**src/design/http_response_framer_assert.svh**
```systemverilog
// ----------------------------------------------------------------------------
// http_response_framer_assert.svh
// Assertion macros shared by the framer RTL (clock clk, reset rst_n).
// ----------------------------------------------------------------------------
`ifndef HTTP_RESPONSE_FRAMER_ASSERT_SVH
`define HTTP_RESPONSE_FRAMER_ASSERT_SVH

// Same-cycle implication, disabled in reset
`define HRF_ASSERT_NOW(label, pre, post) \
    label: assert property (@(posedge clk) disable iff (!rst_n) (pre) |-> (post)) \
        else $error("framer check failed");

// Next-cycle implication, disabled in reset
`define HRF_ASSERT_NEXT(label, pre, post) \
    label: assert property (@(posedge clk) disable iff (!rst_n) (pre) |=> (post)) \
        else $error("framer check failed");

`endif

```
**src/design/hrf_pkg.sv**
```systemverilog
// ----------------------------------------------------------------------------
// hrf_pkg
// Types, codes and character constants of the HTTP reply framer.
// ----------------------------------------------------------------------------
package hrf_pkg;

    localparam int unsigned LengthWidthDefault = 32;
    localparam int unsigned DigitLimitDefault  = 20;
    localparam logic [31:0] MaxReplyReset      = 32'd16777216;

    localparam logic [1:0] CMD_DATA    = 2'd0;
    localparam logic [1:0] CMD_CLOSE   = 2'd1;
    localparam logic [1:0] CMD_RESTART = 2'd2;

    localparam logic [1:0] OC_MORE      = 2'd0;
    localparam logic [1:0] OC_COMPLETE  = 2'd1;
    localparam logic [1:0] OC_MALFORMED = 2'd2;

    localparam logic [3:0] FL_NONE         = 4'd0;
    localparam logic [3:0] FL_HEAD_BIG     = 4'd1;
    localparam logic [3:0] FL_CLOSED_EMPTY = 4'd2;
    localparam logic [3:0] FL_CLOSED_HEAD  = 4'd3;
    localparam logic [3:0] FL_NO_STATUS    = 4'd4;
    localparam logic [3:0] FL_BAD_CODE     = 4'd5;
    localparam logic [3:0] FL_LENGTH_TWICE = 4'd6;
    localparam logic [3:0] FL_BAD_LENGTH   = 4'd7;
    localparam logic [3:0] FL_CLOSED_BODY  = 4'd8;
    localparam logic [3:0] FL_BODY_BIG     = 4'd9;

    localparam logic [7:0] CH_CR    = 8'd13;
    localparam logic [7:0] CH_LF    = 8'd10;
    localparam logic [7:0] CH_SPACE = 8'd32;
    localparam logic [7:0] CH_TAB   = 8'd9;
    localparam logic [7:0] CH_COLON = 8'd58;

    localparam logic [2:0] PREFIX_LEN = 3'd7;
    localparam logic [3:0] NAME_LEN   = 4'd14;
    localparam logic [9:0] CODE_MIN   = 10'd100;
    localparam logic [13:0] CODE_MAX  = 14'd999;

    typedef enum logic [3:0] {
        PH_STATUS  = 4'b0001,
        PH_HEADERS = 4'b0010,
        PH_BODY    = 4'b0100,
        PH_DONE    = 4'b1000
    } phase_t;

    typedef struct packed {
        logic [1:0] command;
        logic [7:0] data_byte;
    } item_t;

    typedef struct packed {
        logic       body_valid;
        logic [7:0] body_byte;
        logic [1:0] outcome;
        logic [9:0] status_code;
        logic [3:0] failure;
    } result_t;

    // "HTTP/1."
    function automatic logic [7:0] prefix_char(input logic [2:0] idx);
        logic [7:0] ch;
        case (idx)
            3'd0:    ch = 8'h48;
            3'd1:    ch = 8'h54;
            3'd2:    ch = 8'h54;
            3'd3:    ch = 8'h50;
            3'd4:    ch = 8'h2F;
            3'd5:    ch = 8'h31;
            3'd6:    ch = 8'h2E;
            default: ch = 8'h00;
        endcase
        return ch;
    endfunction

    // "content-length", lower case
    function automatic logic [7:0] name_char(input logic [3:0] idx);
        logic [7:0] ch;
        case (idx)
            4'd0:    ch = 8'h63;
            4'd1:    ch = 8'h6F;
            4'd2:    ch = 8'h6E;
            4'd3:    ch = 8'h74;
            4'd4:    ch = 8'h65;
            4'd5:    ch = 8'h6E;
            4'd6:    ch = 8'h74;
            4'd7:    ch = 8'h2D;
            4'd8:    ch = 8'h6C;
            4'd9:    ch = 8'h65;
            4'd10:   ch = 8'h6E;
            4'd11:   ch = 8'h67;
            4'd12:   ch = 8'h74;
            4'd13:   ch = 8'h68;
            default: ch = 8'h00;
        endcase
        return ch;
    endfunction

endpackage

```
**src/design/http_response_framer.sv**
```systemverilog
// ----------------------------------------------------------------------------
// http_response_framer
// Frames one HTTP/1.x reply byte by byte and streams its body.
// ----------------------------------------------------------------------------
// The result of an accepted item is loaded into the result register.
// One item per cycle unless a waiting result is stalled; the result register is the only stage.
// An item is taken while a finished result waits, as long as that one drains.
// Reset (rst_n low, asynchronous) returns to the status line phase with all
// counters cleared and the size limit at 16777216; the result register empties.
module http_response_framer #(
    parameter int unsigned LENGTH_WIDTH = hrf_pkg::LengthWidthDefault,
    parameter int unsigned DIGIT_LIMIT  = hrf_pkg::DigitLimitDefault
) (
    input  logic             clk,
    input  logic             rst_n,
    input  logic             item_valid,
    output logic             item_stall,
    input  hrf_pkg::item_t   item,
    output logic             result_valid,
    input  logic             result_stall,
    output hrf_pkg::result_t result,
    input  logic             cfg_we,
    input  logic [31:0]      cfg_wdata
);
    import hrf_pkg::*;

    `include "http_response_framer_assert.svh"

    // Width of the length arithmetic: room for the limit times ten plus a digit.
    localparam int unsigned CW = ((LENGTH_WIDTH > 32) ? LENGTH_WIDTH : 32) + 4;
    localparam logic [CW-1:0] LEN_CAP = {{(CW - LENGTH_WIDTH){1'b0}}, {LENGTH_WIDTH{1'b1}}};
    localparam logic [4:0] DL = 5'(DIGIT_LIMIT);

    // Line parser state: status line matchers and header line matchers.
    typedef struct packed {
        logic [2:0]              pfx;
        logic [1:0]              sfp;
        logic [9:0]              code;
        logic [4:0]              cdc;
        logic [1:0]              serr;
        logic [3:0]              np;
        logic [2:0]              lf;
        logic [1:0]              vp;
        logic [LENGTH_WIDTH-1:0] lv;
        logic [4:0]              ldc;
    } parse_t;

    localparam parse_t PARSE_CLEAR = '0;

    function automatic logic is_digit(input logic [7:0] c);
        return (c >= 8'h30) && (c <= 8'h39);
    endfunction

    function automatic logic is_blank(input logic [7:0] c);
        return (c == CH_SPACE) || (c == CH_TAB);
    endfunction

    function automatic logic is_len_line(input parse_t s);
        return s.lf[0] && !s.lf[1] && (s.np == NAME_LEN);
    endfunction

    function automatic parse_t status_char(input parse_t s, input logic [7:0] c);
        parse_t r;
        logic [13:0] v;
        r = s;
        v = '0;
        if (!r.serr[0] && (r.pfx < PREFIX_LEN))
        begin
            if (c == prefix_char(r.pfx))
                r.pfx = r.pfx + 3'd1;
            else
                r.serr[0] = 1'b1;
        end
        if (r.sfp == 2'd0)
        begin
            if (c == CH_SPACE)
                r.sfp = 2'd1;
        end
        else if (r.sfp == 2'd1)
        begin
            if (c == CH_SPACE)
                r.sfp = 2'd2;
            else if (!r.serr[1])
            begin
                if (r.cdc <= DL)
                    r.cdc = r.cdc + 5'd1;
                if ((r.cdc > DL) || !is_digit(c))
                    r.serr[1] = 1'b1;
                else
                begin
                    v = 14'(r.code) * 14'd10 + 14'(c - 8'h30);
                    if (v > CODE_MAX)
                        r.serr[1] = 1'b1;
                    else
                        r.code = v[9:0];
                end
            end
        end
        return r;
    endfunction

    function automatic parse_t length_char(input parse_t s, input logic [7:0] c,
                                           input logic [CW-1:0] lim);
        parse_t r;
        logic [CW-1:0] v;
        r = s;
        v = '0;
        if (!r.lf[2])
        begin
            if (r.ldc <= DL)
                r.ldc = r.ldc + 5'd1;
            if ((r.ldc > DL) || !is_digit(c))
                r.lf[2] = 1'b1;
            else
            begin
                v = CW'(r.lv) * CW'(10) + CW'(c - 8'h30);
                if (v > lim)
                    r.lf[2] = 1'b1;
                else
                    r.lv = LENGTH_WIDTH'(v);
            end
        end
        return r;
    endfunction

    function automatic parse_t header_char(input parse_t s, input logic [7:0] c,
                                           input logic [CW-1:0] lim);
        parse_t r;
        logic [7:0] lc;
        r = s;
        lc = ((c >= 8'h41) && (c <= 8'h5A)) ? c + 8'd32 : c;
        if (!r.lf[0])
        begin
            if (c == CH_COLON)
            begin
                r.lf[0] = 1'b1;
                if (is_len_line(r))
                begin
                    r.lv  = '0;
                    r.ldc = '0;
                    r.vp  = '0;
                end
            end
            else if (!r.lf[1])
            begin
                if ((r.np < NAME_LEN) && (lc == name_char(r.np)))
                    r.np = r.np + 4'd1;
                else
                    r.lf[1] = 1'b1;
            end
        end
        else if (is_len_line(r))
        begin
            if (r.vp == 2'd0)
            begin
                if (!is_blank(c))
                begin
                    r.vp = 2'd1;
                    r = length_char(r, c, lim);
                end
            end
            else if (r.vp == 2'd1)
            begin
                if (is_blank(c))
                    r.vp = 2'd2;
                else
                    r = length_char(r, c, lim);
            end
            else if (!is_blank(c))
                r.lf[2] = 1'b1;
        end
        return r;
    endfunction

    // Registers
    logic [31:0]             max_reg;
    phase_t                  phase_reg, phase_next;
    logic [31:0]             total_reg, total_next;
    logic [1:0]              term_reg, term_next;
    parse_t                  parse_reg, parse_next;
    logic                    lflag_reg, lflag_next;
    logic [1:0]              lcount_reg, lcount_next;
    logic [LENGTH_WIDTH-1:0] remain_reg, remain_next;
    logic                    result_valid_reg;
    result_t                 result_reg, result_next;

    logic accept;
    logic [CW-1:0] lim;

    assign item_stall   = result_valid_reg && result_stall;
    assign accept       = item_valid && !item_stall;
    assign result_valid = result_valid_reg;
    assign result       = result_reg;
    assign lim = (CW'(max_reg) < LEN_CAP) ? CW'(max_reg) : LEN_CAP;

    // Per-item step: update the matchers and form one result.
    always_comb
    begin
        logic [7:0]  c;
        logic        pending;
        logic        over;
        logic        fin;
        logic [1:0]  oc;
        logic [3:0]  fl;
        c           = item.data_byte;
        pending     = (term_reg == 2'd1) || (term_reg == 2'd3);
        fin         = 1'b0;
        oc          = OC_MORE;
        fl          = FL_NONE;
        phase_next  = phase_reg;
        total_next  = total_reg;
        term_next   = term_reg;
        parse_next  = parse_reg;
        lflag_next  = lflag_reg;
        lcount_next = lcount_reg;
        remain_next = remain_reg;
        result_next = '0;
        over        = 1'b0;

        case (item.command)
            CMD_RESTART:
            begin
                phase_next  = PH_STATUS;
                total_next  = '0;
                term_next   = '0;
                parse_next  = PARSE_CLEAR;
                lflag_next  = 1'b0;
                lcount_next = '0;
                remain_next = '0;
            end
            CMD_CLOSE:
            begin
                over = total_reg > max_reg;
                if ((phase_reg == PH_STATUS) || (phase_reg == PH_HEADERS))
                begin
                    fin = 1'b1;
                    oc  = OC_MALFORMED;
                    if (over)
                        fl = FL_HEAD_BIG;
                    else if (total_reg == '0)
                        fl = FL_CLOSED_EMPTY;
                    else
                        fl = FL_CLOSED_HEAD;
                end
                else if (phase_reg == PH_BODY)
                begin
                    fin = 1'b1;
                    if (lcount_reg == 2'd1)
                    begin
                        oc = OC_MALFORMED;
                        fl = FL_CLOSED_BODY;
                    end
                    else
                        oc = OC_COMPLETE;
                end
            end
            CMD_DATA:
            begin
                if (phase_reg != PH_DONE)
                begin
                    if (total_reg != 32'hFFFF_FFFF)
                        total_next = total_reg + 32'd1;
                    over = total_next > max_reg;
                    if (phase_reg == PH_BODY)
                    begin
                        if (lcount_reg == 2'd1)
                        begin
                            result_next.body_valid = 1'b1;
                            result_next.body_byte  = c;
                            if (remain_reg != '0)
                                remain_next = remain_reg - 1'b1;
                            if (remain_next == '0)
                            begin
                                fin = 1'b1;
                                oc  = OC_COMPLETE;
                            end
                        end
                        else if (over)
                        begin
                            fin = 1'b1;
                            oc  = OC_MALFORMED;
                            fl  = FL_BODY_BIG;
                        end
                        else
                        begin
                            result_next.body_valid = 1'b1;
                            result_next.body_byte  = c;
                        end
                    end
                    else if ((c == CH_LF) && (term_reg == 2'd3))
                    begin
                        // Blank line ends the head: report deferred errors now.
                        term_next = '0;
                        if (parse_reg.serr[0])
                        begin
                            fin = 1'b1; oc = OC_MALFORMED; fl = FL_NO_STATUS;
                        end
                        else if (parse_reg.serr[1] || (parse_reg.cdc == '0) ||
                                 (parse_reg.code < CODE_MIN))
                        begin
                            fin = 1'b1; oc = OC_MALFORMED; fl = FL_BAD_CODE;
                        end
                        else if (lcount_reg > 2'd1)
                        begin
                            fin = 1'b1; oc = OC_MALFORMED; fl = FL_LENGTH_TWICE;
                        end
                        else if ((lcount_reg == 2'd1) && lflag_reg)
                        begin
                            fin = 1'b1; oc = OC_MALFORMED; fl = FL_BAD_LENGTH;
                        end
                        else if (lcount_reg == 2'd1)
                        begin
                            if (parse_reg.lv == '0)
                            begin
                                fin = 1'b1; oc = OC_COMPLETE;
                            end
                            else
                            begin
                                remain_next = parse_reg.lv;
                                phase_next  = PH_BODY;
                            end
                        end
                        else if (over)
                        begin
                            fin = 1'b1; oc = OC_MALFORMED; fl = FL_BODY_BIG;
                        end
                        else
                            phase_next = PH_BODY;
                    end
                    else
                    begin
                        if ((c == CH_LF) && (term_reg == 2'd1))
                        begin
                            // Line end: close out the status line or a header line.
                            if (phase_reg == PH_STATUS)
                            begin
                                if ((parse_reg.sfp == 2'd0) || (parse_reg.pfx < PREFIX_LEN))
                                    parse_next.serr[0] = 1'b1;
                                phase_next = PH_HEADERS;
                            end
                            else if (is_len_line(parse_reg))
                            begin
                                if (lcount_reg < 2'd2)
                                    lcount_next = lcount_reg + 2'd1;
                                lflag_next = parse_reg.lf[2] || (parse_reg.ldc == '0);
                            end
                            parse_next.np = '0;
                            parse_next.lf = '0;
                            parse_next.vp = '0;
                            term_next     = 2'd2;
                        end
                        else
                        begin
                            // A held CR that was not part of the terminator is content.
                            if (pending)
                            begin
                                if (phase_reg == PH_STATUS)
                                    parse_next = status_char(parse_next, CH_CR);
                                else
                                    parse_next = header_char(parse_next, CH_CR, lim);
                            end
                            if (c == CH_CR)
                                term_next = (term_reg == 2'd2) ? 2'd3 : 2'd1;
                            else
                            begin
                                if (phase_reg == PH_STATUS)
                                    parse_next = status_char(parse_next, c);
                                else
                                    parse_next = header_char(parse_next, c, lim);
                                term_next = '0;
                            end
                        end
                        if (over)
                        begin
                            fin = 1'b1; oc = OC_MALFORMED; fl = FL_HEAD_BIG;
                        end
                    end
                end
            end
            default:
            begin
                result_next = '0;
            end
        endcase

        if (fin)
        begin
            phase_next              = PH_DONE;
            result_next.outcome     = oc;
            result_next.failure     = fl;
            result_next.status_code = (oc == OC_COMPLETE) ? parse_reg.code : '0;
        end
    end

    // Size limit register: user must write only between replies; not enforced.
    always_ff @(posedge clk or negedge rst_n)
    begin
        if (!rst_n)
            max_reg <= MaxReplyReset;
        else if (cfg_we)
            max_reg <= cfg_wdata;
    end

    // Parser state: advance on every accepted item.
    always_ff @(posedge clk or negedge rst_n)
    begin
        if (!rst_n)
        begin
            phase_reg  <= PH_STATUS;
            total_reg  <= '0;
            term_reg   <= '0;
            parse_reg  <= PARSE_CLEAR;
            lflag_reg  <= 1'b0;
            lcount_reg <= '0;
            remain_reg <= '0;
        end
        else if (accept)
        begin
            phase_reg  <= phase_next;
            total_reg  <= total_next;
            term_reg   <= term_next;
            parse_reg  <= parse_next;
            lflag_reg  <= lflag_next;
            lcount_reg <= lcount_next;
            remain_reg <= remain_next;
        end
    end

    // Result register: load on accept, drop once transferred.
    always_ff @(posedge clk or negedge rst_n)
    begin
        if (!rst_n)
            result_valid_reg <= 1'b0;
        else if (accept)
            result_valid_reg <= 1'b1;
        else if (!result_stall)
            result_valid_reg <= 1'b0;
    end

    always_ff @(posedge clk)
    begin
        if (accept)
            result_reg <= result_next;
    end

    // Checks
    `HRF_ASSERT_NEXT(a_end_goes_done, accept && (result_next.outcome != OC_MORE),
                     phase_reg == PH_DONE)
    `HRF_ASSERT_NOW(a_body_no_failure, result_valid && result.body_valid,
                    result.failure == FL_NONE)
    `HRF_ASSERT_NOW(a_code_only_complete, result_valid && (result.status_code != '0),
                    result.outcome == OC_COMPLETE)
    `HRF_ASSERT_NOW(a_remain_only_in_body, (phase_reg == PH_BODY) && (lcount_reg == 2'd1),
                    remain_reg != '0)

endmodule

```
**config.mk**
```make
export PLATFORM = sky130hd
export DESIGN_NAME = http_response_framer
export DESIGN_NICKNAME = d
export VERILOG_FILES = /design/src/design/hrf_pkg.sv /design/src/design/http_response_framer.sv
export VERILOG_INCLUDE_DIRS = /design/src /design/src/design
export SDC_FILE = /design/constraint.sdc
export NUM_CORES = 1
export LEC_CHECK = 0
export BUFFER_PORTS_ARGS = -buffer_cell sky130_fd_sc_hd__buf_4
export CORE_ASPECT_RATIO = 0.9
export CORE_MARGIN = 4
export CORE_UTILIZATION = 42
export CTS_CLUSTER_SIZE = 16
export DETAILED_ROUTE_END_ITERATION = 16
export PLACE_DENSITY = 0.65
export SYNTH_ARGS = -nofsm -noshare
export SYNTH_HDL_FRONTEND = slang
export SYNTH_SLANG_ARGS = --single-unit
```
**constraint.sdc**
```tcl
create_clock -name clk -period 14.1 [get_ports clk]
set_clock_uncertainty 0.15 [all_clocks]
set_input_delay 0 -clock clk [delete_from_list [all_inputs] [get_ports clk]]
set_output_delay 0 -clock clk [all_outputs]
set_load 0.02 [all_outputs]
```
==> results.md, run 1 <==
* Final core utilization at between 40% and 50%
* EDFF count, synth at 25
* Die height at 212 um
* Most common cell after layout, fill and taps aside: ha_1
* CP Data Arrival Time at 8.04 ns
* GPL Wtd Cong at 0.972
* Initial core utilization at 42.6%
* Max reg flops at 68
* Hold path startpoint: item[7]
* Port Buf Inserts at 73
* Post-route worst setup slack at 6.29 ns
* Wire per inst at a little under 20 um
* Yosys warning total at 0
* Layout cells sized above 1 at 6.52%
* Critical path startpoint: parse_reg[6]
* Delay of the slowest critical-path stage at 0.56 ns
* Setup CP Type: register to register
* Slew margin rel. at between 10% and 20%
* Crit Path Max Fanout at 32
* HP Class: input port to register
* Cell taking the most area after synthesis: dfrtp_1
* Status: finished clean
* Max-Cap Viols at 0
* Worst slew pin tran at 1.22 ns
* Leak Pwr at 10.4 nW
* #FFs+latches synth at approximately 200
* Max clock buf depth at 2
* Dpl hpwl at between 40000 and 50000 um
* Seq/Total Area, Yosys at between 20% and 30%
* R2r worst-path depth at 28
* Maximum vdd drop at 0.000102 V
* WL final at about 60000 um
* ANT cells at 0
* Pre-antenna DRT Iters at 8
* Gr usage total at 24.5%
* Placement Setup Slack at approximately 6.4 ns
* Min-Delay Path Depth at 3
* Number of global-route vias before repair at 18100
* Global-route wire length before repair at 97300 um
* Number of vias per cell at about 6.1
* Core Region at between 40000 and 50000 um^2
* Cell variety after synth at 91
* Syn_area_per_cell at 8.23 um^2
* Row count at 74
* Critical Path Slowest Stage Cell: a2111oi_0
* Synthesis-to-finish area growth at 14.4%
* Die width at 234 um
* Setup violators final at 0
* Largest net degree at the start of global routing at 67
* Worst Path Required at between 10 and 15 ns
* Post_cts resized at 0
* Max Fclk at 128 MHz
* Initial antenna violation count at 0
* Post-CTS Setup Inserts at 0
* Crit path time final at 7.81 ns
* Root Driver: clkbuf_16
* Antenna viol nets, final at 0
* Most common cell on crit path: ha_1
* Die area at 49600 um^2
* FF-to-FF setup slack at ~6.3 ns
* Clk pin slew, worst setup/hold paths at 0.08 ns
* Reg2reg end: parse_reg[32]
* Critical Path Sink Type: register
* Pwr per Cell Area at 62.0 nW/um^2
* Grt ovf at 0
* Vias at 18700
* H-tree Lvls at 4
* Initial DRC Count at 1601
* Part of the cycle the worst path needs at 55.4%
* Worst R2R Start: parse_reg[6]
* # IOs at between 70 and 80
* Synth Flop Type: dfrtp_1
* Fin nets at 2770
* Post-route setup TNS at 0 ns
* Share of the synthesized area in the top cell type at 22.2%
* TritonCTS clock tree: done
* Most frequent cells in the layout: ha_1 (249), nand2_1 (218), o21ai_0 (201)
* Worst skew pair latency at 0.52 ns
* Cts bufs inserted at 17
* Drt drc at 0
* Synth async-reset ratio at 87.4%
* CTS Sinks at around 200
* Post-synthesis cell count at about 2400
* Hold Fails Final Rpt at 0
* Most area-consuming cells after synthesis: dfrtp_1 (22%), ha_1 (16%), o21ai_0 (5.2%), a21oi_1 (4.3%), nand2_1 (4.2%)
* Final Max Slew Viols at 0
* Post-synth net total at ~2700
* Unrepaired setup endpoints after global routing: false
* Hold-critical path endpoint: result[23]
* CP Launch Type: register
* Synth Cell Area at between 15000 and 20000 um^2
-- critical path: cells and delay by family, from the launching register on --
kind / cells / cell delay [ns]
AO/OA/AOI/OAI: 11 / 2.73
AND/OR/NAND/NOR: 9 / 1.89
adder cells (fa/ha/maj): 5 / 1.57
flip-flops: 1 / 0.47
buffers and inverters: 1 / 0.41
multiplexers: 1 / 0.28
XOR/XNOR: 1 / 0.17
-- cell usage after synthesis, types with 15 or more instances --
library cell and count:
a31oi_1 28, o2bb2ai_1 31, nand3_1 63, mux2i_1 15, xnor2_1 88, dfrtp_1 172, nand2_1 218, o21a_1 18
nor3_1 61, a22o_1 17, ha_1 249, o21ai_0 201, a211oi_1 19, nor2b_1 19, and3_1 21, a21oi_1 165
xor2_1 42, and2_1 30, inv_1 138, edfxtp_1 25, o22ai_1 15, clkbuf_1 88, nand4_1 50, o31ai_1 29
nor4_1 47, o211ai_1 28, a21o_1 53, or3_1 24, nor2_1 141
-- timing repair --
item | CTS | global route
hold endpoints to repair | 123 | 0
hold buffers | 113 | 0
setup endpoints to repair | 0 | 0
-- through the flow --
step | instance area, um^2 | hold slack, ns | power (mW) | cells
3_3_place_gp | 20400 | -0.167 | 0.818 | 2946
3_5_place_dp | 20400 | -0.162 | 0.823 | 2946
6_report | 22200 | 0.298 | 1.37 | 3091
2_1_floorplan | 19400 | -0.446 | 0.742 | 2353
4_1_cts | 22200 | 0.263 | 1.38 | 3091
5_1_grt | 22200 | 0.296 | 1.44 | 3091
-- area by class of cell --
class / instances / area (um^2)
fillers: 4303 / 23300
inverters: 138 / 518
well taps: 608 / 761
clock inverters: 14 / 163
multi-input cells: 1912 / 13400
flip-flops and latches: 199 / 5110
clock buffers: 18 / 429
repair buffers: 202 / 1820
-- cell families after synthesis --
family	share of synthesized area [%]
and+or+nand+nor	20.5
AOI/OAI and AO/OA	24.6
adders and majority gates	16.5
buffers and inverters	4.85
DFF	26.4
xor gates and xnor gates	5.88
muxes	1.32
-- worst max-delay path by stage --
stage                    endpoint  slack, ns  cells after the start
floorplan           parse_reg[41]       7.36                     18
global placement     parse_reg[5]       6.63                     28
detailed placement  parse_reg[32]       6.41                     28
CTS                 parse_reg[32]       6.37                     28
global route        parse_reg[27]       5.69                     30
finish              parse_reg[32]       6.29                     28
-- power by group --
part / total [mW] / switching (mW) / internal [mW]
registers: 0.605 / 0.0109 / 0.594
logic: 0.239 / 0.141 / 0.0978
clock network: 0.529 / 0.263 / 0.266
-- metal layers --
metal  wire length, um  share of wire [%]  track usage, %
met2             27300                 45            38.5
met5                 0                  0               0
met1             27900                 46            33.7
met3              3090                5.1            3.74
met4              2010                3.3            10.0
Power figures use the tool's default switching activity.
==> run 2, diff against run 1 <==
--- a/config.mk
+++ b/config.mk
@@ -6,13 +6,14 @@
 export SDC_FILE = /design/constraint.sdc
 export NUM_CORES = 1
 export LEC_CHECK = 0
+export ABC_AREA = 1
 export BUFFER_PORTS_ARGS = -buffer_cell sky130_fd_sc_hd__buf_4
 export CORE_ASPECT_RATIO = 0.9
 export CORE_MARGIN = 4
 export CORE_UTILIZATION = 42
 export CTS_CLUSTER_SIZE = 16
 export DETAILED_ROUTE_END_ITERATION = 16
-export PLACE_DENSITY = 0.65
+export PLACE_DENSITY = 0.67
 export SYNTH_ARGS = -nofsm -noshare
 export SYNTH_HDL_FRONTEND = slang
 export SYNTH_SLANG_ARGS = --single-unit
==> constraint.sdc (replaced) <==
create_clock -name clk -period 6.8 [get_ports clk]
set_clock_uncertainty 0.15 [all_clocks]
set_input_delay 0 -clock clk [delete_from_list [all_inputs] [get_ports clk]]
set_output_delay 0 -clock clk [all_outputs]
set_load 0.02 [all_outputs]
==> results.md, run 2 <==
* Largest net degree at the start of global routing at 64
* Max Fclk at around 160 MHz
* CP top delay family: compound AO/OA/AOI/OAI gates
* Most area-consuming cells after synthesis: dfrtp_1 (21%), ha_1 (15%), nand2_1 (12%), inv_1 (8.3%), nor2_1 (4.9%)
* Die height at approximately 220 um
* Share of the synthesized area in the top cell type at 21.1%
* Dpl hpwl at 47200 um
* Synthesis-to-finish area growth at 14.6%
* TritonCTS clock tree: done
* Die area at 52200 um^2
* Drt drc at 0
* Final design area excluding fillers at 23400 um^2
* Worst skew pair latency at 0.48 ns
* Met1 Use GR at 35.0%
* Slew margin rel. at 29.6%
* Busiest grt layer: met1
* Number of vias per cell at 5.37
* Max-Cap Viols at 0
* Most common cell after layout, fill and taps aside: nand2_1
* Yosys warning total at 0
* Post-synth net total at 3271
* # IOs at 74
* Hold-critical path endpoint: result_valid
* Critical Path Sink Type: register
* Pwr per Cell Area at ~150 nW/um^2
* H-tree Lvls at 4
* CP Launch Type: register
* EDFF count, synth at 25
* Status: finished clean
* Post-synthesis cell count at around 3000
* Max clock buf depth at 2
* Synth Flop Type: dfrtp_1
* Min-Delay Path Depth at 4
* Cts bufs inserted at 17
* Worst slew pin tran at 1.06 ns
* Met3 usage at 3.54%
* Crit Path Max Fanout at 52
* ANT cells at 0
* Setup CP Type: register to register
* Grt ovf at 0
* Pre-antenna DRT Iters at 8
* HP Class: input port to register
* Number of global-route vias before repair at about 19000
* R2r worst-path depth at 38
* Most common cell on crit path: nand2_1
* Port Buf Inserts at 73
* Fillcell total at roughly 4800
* Initial core utilization at 42.6%
* Placed cell count at 3622
* Synth Cell Area at 20400 um^2
* CP Buf/Inv Count at 2
* Crit path time final at 6.27 ns
* Layout cells sized above 1 at 7.54%
* GRT met2 Usage at 34.5%
* Worst R2R Start: parse_reg[8]
* Initial DRC Count at between 1500 and 2000
* Post-synth top cells: nand2_1 (675), inv_1 (451), nor2_1 (265), ha_1 (249), o21ai_0 (188)
* Wire per inst at 16.0 um
* Cell variety after synth at 69
* GPL Wtd Cong at between 0.9 and 1
* Final Non-Filler Cells at 3767
* #FFs+latches synth at 199
* Core Region at ~48000 um^2
* Most frequent cells in the layout: nand2_1 (674), inv_1 (451), nor2_1 (263)
* Setup violators final at 0
* Row count at 76
* Gr usage total at 23.1%
* Synth async-reset ratio at 87.4%
* Seq/Total Area, Yosys at 25.0%
* Antenna viol nets, final at 0
* Clk pin slew, worst setup/hold paths at approximately 0.080 ns
* Hold Fails Final Rpt at 0
* Maximum vdd drop at 0.000144 V
* Die width at around 240 um
* WL final at between 60000 and 70000 um
* Vias at a little over 20000
* Cell depth of the worst setup path at 38
* Syn_area_per_cell at a little under 7 um^2
* Cell taking the most area after synthesis: dfrtp_1
* Leak Pwr at 12.0 nW
* Max reg flops at 68
* Reg2reg end: parse_reg[12]
* Global-route wire length before repair at 98500 um
* Root Driver: clkbuf_16
* Critical Path Slowest Stage Cell: dfrtp_2
* FF-to-FF setup slack at ~0.53 ns
* Final Max Slew Viols at 0
* Delay of the slowest critical-path stage at 0.46 ns
* Placed Area at 21500 um^2
* CTS Sinks at around 200
* Part of the cycle the worst path needs at between 90 and 100%
* Initial antenna violation count at 0
* Hold path startpoint: result_stall
* CP Data Arrival Time at between 6 and 7 ns
* Fin nets at 3430
* Most numerous cell in the Yosys netlist: nand2_1
* Worst Path Required at about 7.1 ns
-- run 2: cell count changes after synthesis, moves of 34 or more --
cell and delta:
o21ai_1 +34, nand3_1 +94, nand2_1 +457, clkbuf_1 -57
inv_1 +313, xor2_1 +55, nor2_1 +124, a21o_1 -46
xnor2_1 -66
-- run 2: kinds of logic (layout without fill, tap and decap cells) --
kind of cell / Yosys count / after routing / synth area share (%)
and+or+nand+nor: 1313 / 1313 / 28.5
AOI/OAI and AO/OA: 550 / 550 / 15.2
buffers and inverters: 533 / 705 / 10.3
adders and majority gates: 253 / 253 / 15.7
DFF: 199 / 199 / 25.0
xor gates and xnor gates: 120 / 120 / 5.19
muxes: 3 / 3 / 0.159
-- run 2: worst reg2reg max path: cells and delay by family (launching register included) --
family,cells,cell delay [ns]
buf+inv,2,0.29
fa+ha+maj,5,1.58
compound gates,9,1.66
flops,1,0.46
xor+xnor,2,0.36
simple gates,20,1.67
-- run 2: power by group --
group	switching, mW	total (mW)	internal (mW)
clock	0.525	1.08	0.552
combinational	0.752	1.15	0.401
sequential	0.0675	1.34	1.27
total	1.34	3.57	2.23
-- run 2: worst max path at each step --
stage | start | to
2_1_floorplan | parse_reg[8] | parse_reg[41]
3_3_place_gp | parse_reg[8] | parse_reg[27]
3_5_place_dp | parse_reg[8] | parse_reg[12]
4_1_cts | parse_reg[8] | parse_reg[12]
5_1_grt | parse_reg[8] | parse_reg[6]
6_report | parse_reg[8] | parse_reg[12]
-- run 2: final cells by class --
class / instances / area (um^2) / area share, %
tap: 624 / 781 / 3.34
timing repair buffer: 199 / 1810 / 7.75
sequential: 199 / 5110 / 21.9
clock buffer: 17 / 425 / 1.82
multi-input combinational: 2239 / 13300 / 56.9
inverter: 474 / 1780 / 7.63
clock inverter: 15 / 166 / 0.712
-- run 2: metal layers --
| layer | part of all wire, % | wire length [um] | vias to the layer above |
|---|---|---|---|
| met4 | 1.9 | 1160 | 0 |
| met1 | 50 | 29900 | 9301 |
| met3 | 6.4 | 3850 | 84 |
| met2 | 42 | 25300 | 672 |
| li1 | - | - | 10200 |
| met5 | 0 | 0 | - |
-- run 2: what timing repair did --
action	in CTS	in global routing
buffers inserted	0	2
resized for setup	0	30
hold endpoints to repair	147	0
hold buffers	111	0
setup endpoints to repair	0	33
-- run 2: through the flow --
step | setup WS, ns | total power, mW | util [%] | hold slack, ns | setup TNS [ns]
after floorplan | 0.988 | 2.11 | - | -0.446 | 0
after global placement | 0.254 | 2.42 | 44.9 | -0.116 | 0
after detailed placement | 0.133 | 2.43 | 44.9 | -0.112 | 0
after CTS | 0.111 | 3.56 | 48.5 | 0.0949 | 0
after global routing | -0.00945 | 3.79 | 48.8 | 0.136 | -0.0176
final | 0.532 | 3.57 | 48.8 | 0.136 | 0
==> run 3, diff against run 2 <==
--- a/config.mk
+++ b/config.mk
@@ -6,14 +6,13 @@
 export SDC_FILE = /design/constraint.sdc
 export NUM_CORES = 1
 export LEC_CHECK = 0
-export ABC_AREA = 1
 export BUFFER_PORTS_ARGS = -buffer_cell sky130_fd_sc_hd__buf_4
 export CORE_ASPECT_RATIO = 0.9
 export CORE_MARGIN = 4
 export CORE_UTILIZATION = 42
 export CTS_CLUSTER_SIZE = 16
 export DETAILED_ROUTE_END_ITERATION = 16
-export PLACE_DENSITY = 0.67
+export PLACE_DENSITY = 0.66
 export SYNTH_ARGS = -nofsm -noshare
 export SYNTH_HDL_FRONTEND = slang
 export SYNTH_SLANG_ARGS = --single-unit
==> results.md, run 3 (synthesized netlist as in run 1, its figures left out) <==
* Global-route wire length before repair at between 90000 and 100000 um
* Most common cell on crit path: a21oi_2
* Unrepaired setup endpoints after global routing: true
* Met3 usage at 3.53%
* Worst slew pin tran at 1.12 ns
* H-tree Lvls at 4
* Worst Path Required at 7.02 ns
* Worst R2R Start: parse_reg[6]
* Clk pin slew, worst setup/hold paths at 0.09 ns
* Synthesis-to-finish area growth at 23.4%
* Delay of the slowest critical-path stage at between 0.4 and 0.5 ns
* Die area at 49600 um^2
* HP Class: input port to register
* Root Driver: clkbuf_16
* Pwr per Cell Area at 120 nW/um^2
* Crit Path Max Fanout at 4
* CTS Sinks at roughly 200
* WL final at about 64000 um
* Pre-antenna DRT Iters at 6
* Leak Pwr at 11.4 nW
* Part of the cycle the worst path needs at 98.7%
* Hold Fails Final Rpt at 0
* Placed Area at around 21000 um^2
* Status: finished clean
* ANT cells at 0
* Grt ovf at 0
* Largest net degree at the start of global routing at 67
* Critical path startpoint: parse_reg[6]
* Initial antenna violation count at 1
* GPL Wtd Cong at between 0.9 and 1
* Maximum vdd drop at roughly 0.00017 V
* Dpl hpwl at approximately 46000 um
* Max clock buf depth at 2
* Antenna viol nets, final at 0
* Gr usage total at 24.7%
* Initial DRC Count at 2037
* Number of global-route vias before repair at 18600
* Max reg flops at 68
* # IOs at 74
* Setup violators final at 0
* Net Sw Frac at 30.5%
* Critical Path Slowest Stage Cell: or4_4
* Layout cells sized above 1 at 15.0%
* Min-Delay Path Depth at 6
* Fillcell total at 4179
* P_sw at 0.873 mW
* Die width at between 200 and 250 um
* Die height at 212 um
* Max-Cap Viols at 0
* Busiest grt layer: met2
* Wire per inst at 19.6 um
* Flop pwr share at 43.8%
* Row count at 74
* Final design area excluding fillers at roughly 24000 um^2
* Final core utilization at 52.6%
* CP Data Arrival Time at between 6 and 7 ns
* Core Region at ~45000 um^2
* Logic pwr share at 18.6%
* Number of vias per cell at around 6
* Vias at 19600
* FF-to-FF setup slack at 0.09 ns
* Met1 Use GR at 33.6%
* GRT met2 Usage at 40.6%
* Hold path startpoint: result_stall
* Worst skew pair latency at 0.48 ns
* CP Launch Type: register
* Setup CP Type: register to register
* Most frequent cells in the layout: buf_4 (242), ha_1 (238), nand2_1 (217)
* Crit path time final at 6.71 ns
* Port Buf Inserts at 73
* Critical Path Sink Type: register
* Final Max Slew Viols at 0
* Drt drc at 0
* Int Pwr at 1.99 mW
* Slew margin rel. at 25.2%
* R2r worst-path depth at 33
* Hold-critical path endpoint: phase_reg[1]
* Max Fclk at 149 MHz
* TritonCTS clock tree: done
* Most common cell after layout, fill and taps aside: buf_4
* Clk pwr share at 37.6%
* Initial core utilization at 42.6%
* Fin nets at 2928
* Reg2reg end: parse_reg[41]
* Cts bufs inserted at 17
==> run 3: stage by stage <==
stage | hold WS [ns] | setup slack, ns | std cells | TNS, ns | power, mW
2_1_floorplan | -0.446 | 0.0642 | 2353 | 0 | 1.54
3_3_place_gp | -0.116 | -0.365 | 3087 | -9.13 | 1.72
3_5_place_dp | -0.122 | -0.428 | 3087 | -10.44 | 1.73
4_1_cts | 0.0199 | 0.000462 | 3232 | 0 | 2.85
5_1_grt | 0.0420 | -0.193 | 3249 | -4.85 | 2.98
6_report | 0.0300 | 0.0865 | 3249 | 0 | 2.87
==> run 3: final cells by class <==
type / count / area [um^2] / area share [%]
clock buffers: 21 / 493 / 2.06
clock inverters: 11 / 101 / 0.424
inverters: 138 / 518 / 2.17
multi-input cells: 1912 / 13800 / 57.9
flip-flops and latches: 199 / 5110 / 21.4
well taps: 608 / 761 / 3.18
repair buffers: 360 / 3080 / 12.9
==> run 3: layer usage <==
metal / share of wire, % / wire length, um
met5: 0.016 / 10
met4: 2.8 / 1780
met1: 43 / 27700
met3: 6.5 / 4140
met2: 47 / 30200
==> run 3: repair_timing <==
item / CTS / global route
pin swaps: 10 / 53
hold buffers: 110 / 0
endpoints found under the setup margin: 33 / 33
buffers inserted: 3 / 14
gates resized for setup: 16 / 89
gates cloned: 0 / 3
endpoints found under the hold margin: 117 / 0
==> run 3: worst max-delay path by stage <==
stage | to | slack (ns) | cells after the start
5_1_grt | parse_reg[41] | -0.19 | 32
3_5_place_dp | parse_reg[41] | -0.43 | 30
2_1_floorplan | parse_reg[41] | 0.06 | 18
4_1_cts | parse_reg[41] | 0.0005 | 32
3_3_place_gp | parse_reg[41] | -0.37 | 30
6_report | parse_reg[41] | 0.09 | 33
==> run 3: worst max-delay path, delay by kind of cell (launching register included) <==
kind | cells | cell delay, ns
flip-flops | 1 | 0.39
XOR/XNOR | 2 | 0.30
AO/OA/AOI/OAI | 14 | 2.60
buffers and inverters | 4 | 0.62
AND/OR/NAND/NOR | 8 | 1.17
adder cells (fa/ha/maj) | 5 | 1.37
==> run 3: power by group through the flow <==
stage	sequential [mW]	clock (mW)	combinational [mW]
6_report	1.25	1.08	0.534
5_1_grt	1.26	1.13	0.586
4_1_cts	1.25	1.09	0.514
3_5_place_dp	1.28	0	0.448
3_3_place_gp	1.28	0	0.438
2_1_floorplan	1.28	0	0.261
